[src/rtl/sha_ram.sv]
// Generic simple dual-port RAM with one write port and a registered read port.
module sha_ram #(
    parameter int WIDTH = 8,
    parameter int DEPTH = 16
) (
    input  logic                     clk,
    input  logic                     we,
    input  logic [$clog2(DEPTH)-1:0] waddr,
    input  logic [WIDTH-1:0]         wdata,
    input  logic                     re,
    input  logic [$clog2(DEPTH)-1:0] raddr,
    output logic [WIDTH-1:0]         rdata
);

    logic [WIDTH-1:0] mem [DEPTH];
    logic [WIDTH-1:0] rdata_reg;

    always_ff @(posedge clk)
    begin
        if (we)
        begin
            mem[waddr] <= wdata;
        end
        if (re)
        begin
            rdata_reg <= mem[raddr];
        end
    end

    assign rdata = rdata_reg;

endmodule

[config.mk]
export PLATFORM = sky130hd
export DESIGN_NAME = sha_ram
export DESIGN_NICKNAME = d
export VERILOG_FILES = /design/src/rtl/sha_ram.sv
export SDC_FILE = /design/constraint.sdc
export NUM_CORES = 1
export LEC_CHECK = 0
export BUFFER_PORTS_ARGS = -buffer_cell sky130_fd_sc_hd__buf_2
export CAP_MARGIN = 10
export CORE_ASPECT_RATIO = 1.5
export CORE_MARGIN = 1.5
export CORE_UTILIZATION = 60
export CTS_CLUSTER_SIZE = 25
export DETAILED_ROUTE_END_ITERATION = 16
export PLACE_DENSITY = 0.78
export SYNTH_ARGS = -nofsm -noshare
export SYNTH_HDL_FRONTEND = slang
export SYNTH_SLANG_ARGS = --single-unit
[constraint.sdc]
create_clock -name clk -period 2.1 [get_ports clk]
set_input_delay 0.21 -clock clk [delete_from_list [all_inputs] [get_ports clk]]
set_output_delay 0.21 -clock clk [all_outputs]
set_load 0.1 [all_outputs]
## Yosys cells after proc, flatten, opt, wreduce, memory -nomap -nowiden

Memory sizes are Yosys's and may differ from the RTL's. A register that Yosys moved wholly into a read port is not among the register bits.
Index checks and enable logic that the tools add are counted.

| cells by class | value |
|---|---|
| mux-type cells | 2 |

Operators by type and width:

| operator | count |
|---|---|
| two-way mux 1 bit | 2 |

| word-level totals | value |
|---|---|
| output and inout bits | 8 |
| bits of input ports | 19 |
| memories | 1 |
| RAM bits | 128 |
| word-level logic and storage cells | 3 |
| register bits after elaboration | 0 |

Memory list:

| name | words | width | rd ports | clocked after Yosys merged registers in | wr ports | line | source |
|---|---|---|---|---|---|---|---|
| mem | 16 | 8 | 1 | 1 | 1 | 15 | `logic [WIDTH-1:0] mem [DEPTH];` |

## Longest topological paths before layout

| depth | value |
|---|---|
| depth in word-level cells | 2 |
| depth in mapped cells | 5 |
| gate-level depth less buffers | 3 |

## Worst setup path after synthesis

No wires, ideal clock.

| timing path | value |
|---|---|
| path type | input -> register |
| from | input waddr[2] |
| to | memory mem[0][0] (enable) |
| cell stages on the path | 2 |
| slack | 0.397 ns |
| arrival time | 1.320 ns |
| cells stage by stage | or3b_2 > nor3_1 |

RTL lines:

| element | line | source |
|---|---|---|
| from (decl) | 8 | `input logic [$clog2(DEPTH)-1:0] waddr,` |
| to (decl) | 15 |  |

Straight into the memory's write port.

==> results.toml <==
[timing]
timing.final.max_slew_violations = 0
rsz0062_at_grt = "false"
fin_skew_ps = 5.68
clock.fmax_mhz = 663
setup_viol = 0
post-route-period-util = 0.718
final.min_clock_period_ps = 1510
hold_viol_final = 0
timing.max_slew.rel_slack = 0.570
setup_total_negative_slack_ps = 0
worst_slew_pin_slew_ps = 643

[finish]
final_layout_net_count = 305
layout-drive-gt1-share = 0.311
final_common_cell = "edfxtp_1"
fillerInstances = 483
antennaDiodeCount = 0
layout-area-overhead-vs-synth_pct = 17.3
layout_common_cells = "edfxtp_1 (136), buf_2 (26), buf_4 (19), mux4_2 (18), clkbuf_16 (17)"
largest_register_ffs = 128

[worst_setup_path]
critical_path.max_stage_delay_ps = 550
critical_path.slowest_cell = "mux4_1"
worstSetupEndpointType = "flip-flop"
crit_type = "reg -> reg"
worst_setup_path_startpoint = "mem[1][3]"
crit_fanout = 1
critical_path_arrival_ps = 1660
worstSetupStartpointType = "flip-flop"
worstPathRequired_ps = 2250
path_buf_inv = 0
crit_path_cell_trace = "mux4_1, a22oi_1, nand2_1"
cpLargestDelayFamily = "multiplexers"
regToRegStartpoint = "mem[1][3]"

[yosys]
yosysWarningCount = 0
synth.cell_area_mm2 = 0.00523
compound_cell_area_share_of_the_yosys_netlist = 0.0230
synthesis.nets = 248
mux_share_of_post_synthesis_cell_area = 0.148
synth-seq-cells = 136
syn_inst = 229
synth-simple-area-share = 0.0314
synth_xor_xnor_area_share = 0
yosys.cell_types.count = 18
yosysSeqAreaShare = 0.781
synth_top_family_by_area = "multiplexers"
post_synth_fa_ha_maj_area_fraction = 0
post_synth.cell_area_avg_um2 = 22.8

[grt]
vias_in_the_first_global_route = 2568
globalRouteOverflowTotal = 0
maximum_number_of_pins_on_one_net_before_global_route_repair = 20
antenna_found_initial = 0
overall_global_routing_resource_usage = 0.241
grt_pass1_wl_um = 15100

[die]
initial_utilization = 0.621
core.rowCount = 41
core_region_area_mm2 = 0.00841
die_area_mm2 = 0.00929
chip_height_um = 117
io-pin-count = 27
fp.dieW_um = 79.2

[power_and_ir_drop]
pwr_density_cell_mw_per_mm2 = 989
p_total_mw = 6.06
ir_worst_vdd_v = 0.000809
p_leak_nw = 2.09

[placed_design]
port_buffers = 26
global_placement_routability_congestion = 0.809
dp_hpwl_um = 6300

[detailed_routing]
routed_wirelength_um = 9920
detail_route.iter0.violations = 216
firstDrtPassIters = 4
drt-vias-per-instance = 6.23
wire_length_per_cell_um = 24.4
drc = 0
routed_via_count = 2528
antenna_viol_nets_final = 0

[clock_network]
post-cts-setup-buffers = 0
tritoncts = "built"
ctsRootBufferMaster = "clkbuf_16"
max_buffers_root_to_sink = 2
clk_transition_reported_paths_ps = 50
cts.sinks = 136
tritoncts_buffer_count = 17
hold_buffers = 0
clock_tree.htree_level_count = 4
insertion_delay_ps = 410
postCtsResizedCells = 0

[job]
timing.max_cap.violations = 0

[hold_path]
min-delay-path-class = "in -> reg"
hold_path_startpoint = "re"

[status]
run_status = "finished, final reports clean"
-- Yosys cell counts --
library cell | count | area, um2
nand3_1 | 1 | 5.00
nand2b_1 | 2 | 12.5
buf_6 | 3 | 33.8
nand2_1 | 9 | 33.8
mux4_1 | 14 | 368
nand3b_1 | 2 | 15.0
clkdlybuf4s25_2 | 3 | 30.0
or3b_2 | 1 | 8.76
edfxtp_1 | 136 | 4080
a22oi_1 | 16 | 120
mux4_2 | 18 | 405
buf_2 | 3 | 15.0
nor2_1 | 13 | 48.8
nor2b_1 | 1 | 6.26
nor3_1 | 4 | 20.0
and2b_1 | 1 | 7.51
buf_4 | 1 | 7.51
and2_1 | 1 | 6.26
-- worst register-to-register path, stage by stage, from the launching register on --
cell	delay (ps)
edfxtp_1	380
mux4_1	550
a22oi_1	220
nand2_1	100
-- stage by stage --
stage / setup slack (ps) / util / hold slack (ps) / instance area (um2) / cells
after floorplan: 397 / - / 309 / 5230 / 229
after global placement: 292 / 0.667 / 579 / 5610 / 374
final: 592 / 0.729 / 161 / 6130 / 406
after global routing: 490 / 0.729 / 153 / 6130 / 406
after CTS: 577 / 0.729 / 152 / 6130 / 406
after detailed placement: 288 / 0.667 / 578 / 5610 / 374
-- layout make-up --
class,count,area [um2],area share
Timing Repair Buffer,48,333,0.0543
Tap cell,107,134,0.0218
Clock buffer,21,440,0.0718
Sequential cell,136,4080,0.666
Clock inverter,11,82.6,0.0135
Multi-Input combinational cell,83,1060,0.172
-- where the power goes --
group          internal (mW)  switching, mW
clock network           1.60           1.01
registers               3.06         0.0160
logic                  0.125          0.253
-- logic make-up (layout without fill, tap and decap cells) --
family / after synthesis / count (layout)
flip-flops: 136 / 136
AND/OR/NAND/NOR: 35 / 35
multiplexers: 32 / 32
AO/OA/AOI/OAI: 16 / 16
buffers and inverters: 10 / 80
-- path summary, 6_finish.rpt --
kind              endpoint  slack, ps  cells after the start
hold / removal    rdata[0]        160                      1
setup reg to reg  rdata[3]        590                      3
setup / recovery  rdata[3]        590                      3
hold reg to reg   rdata[7]        760                      3
-- layer usage --
metal,share of wire,vias up,track usage
met1,0.38,1304,0.300
met4,0.022,0,0.0877
met2,0.53,114,0.390
li1,-,1092,-
met5,0,-,0
met3,0.068,18,0.0856
Power figures use the tool's default switching activity.
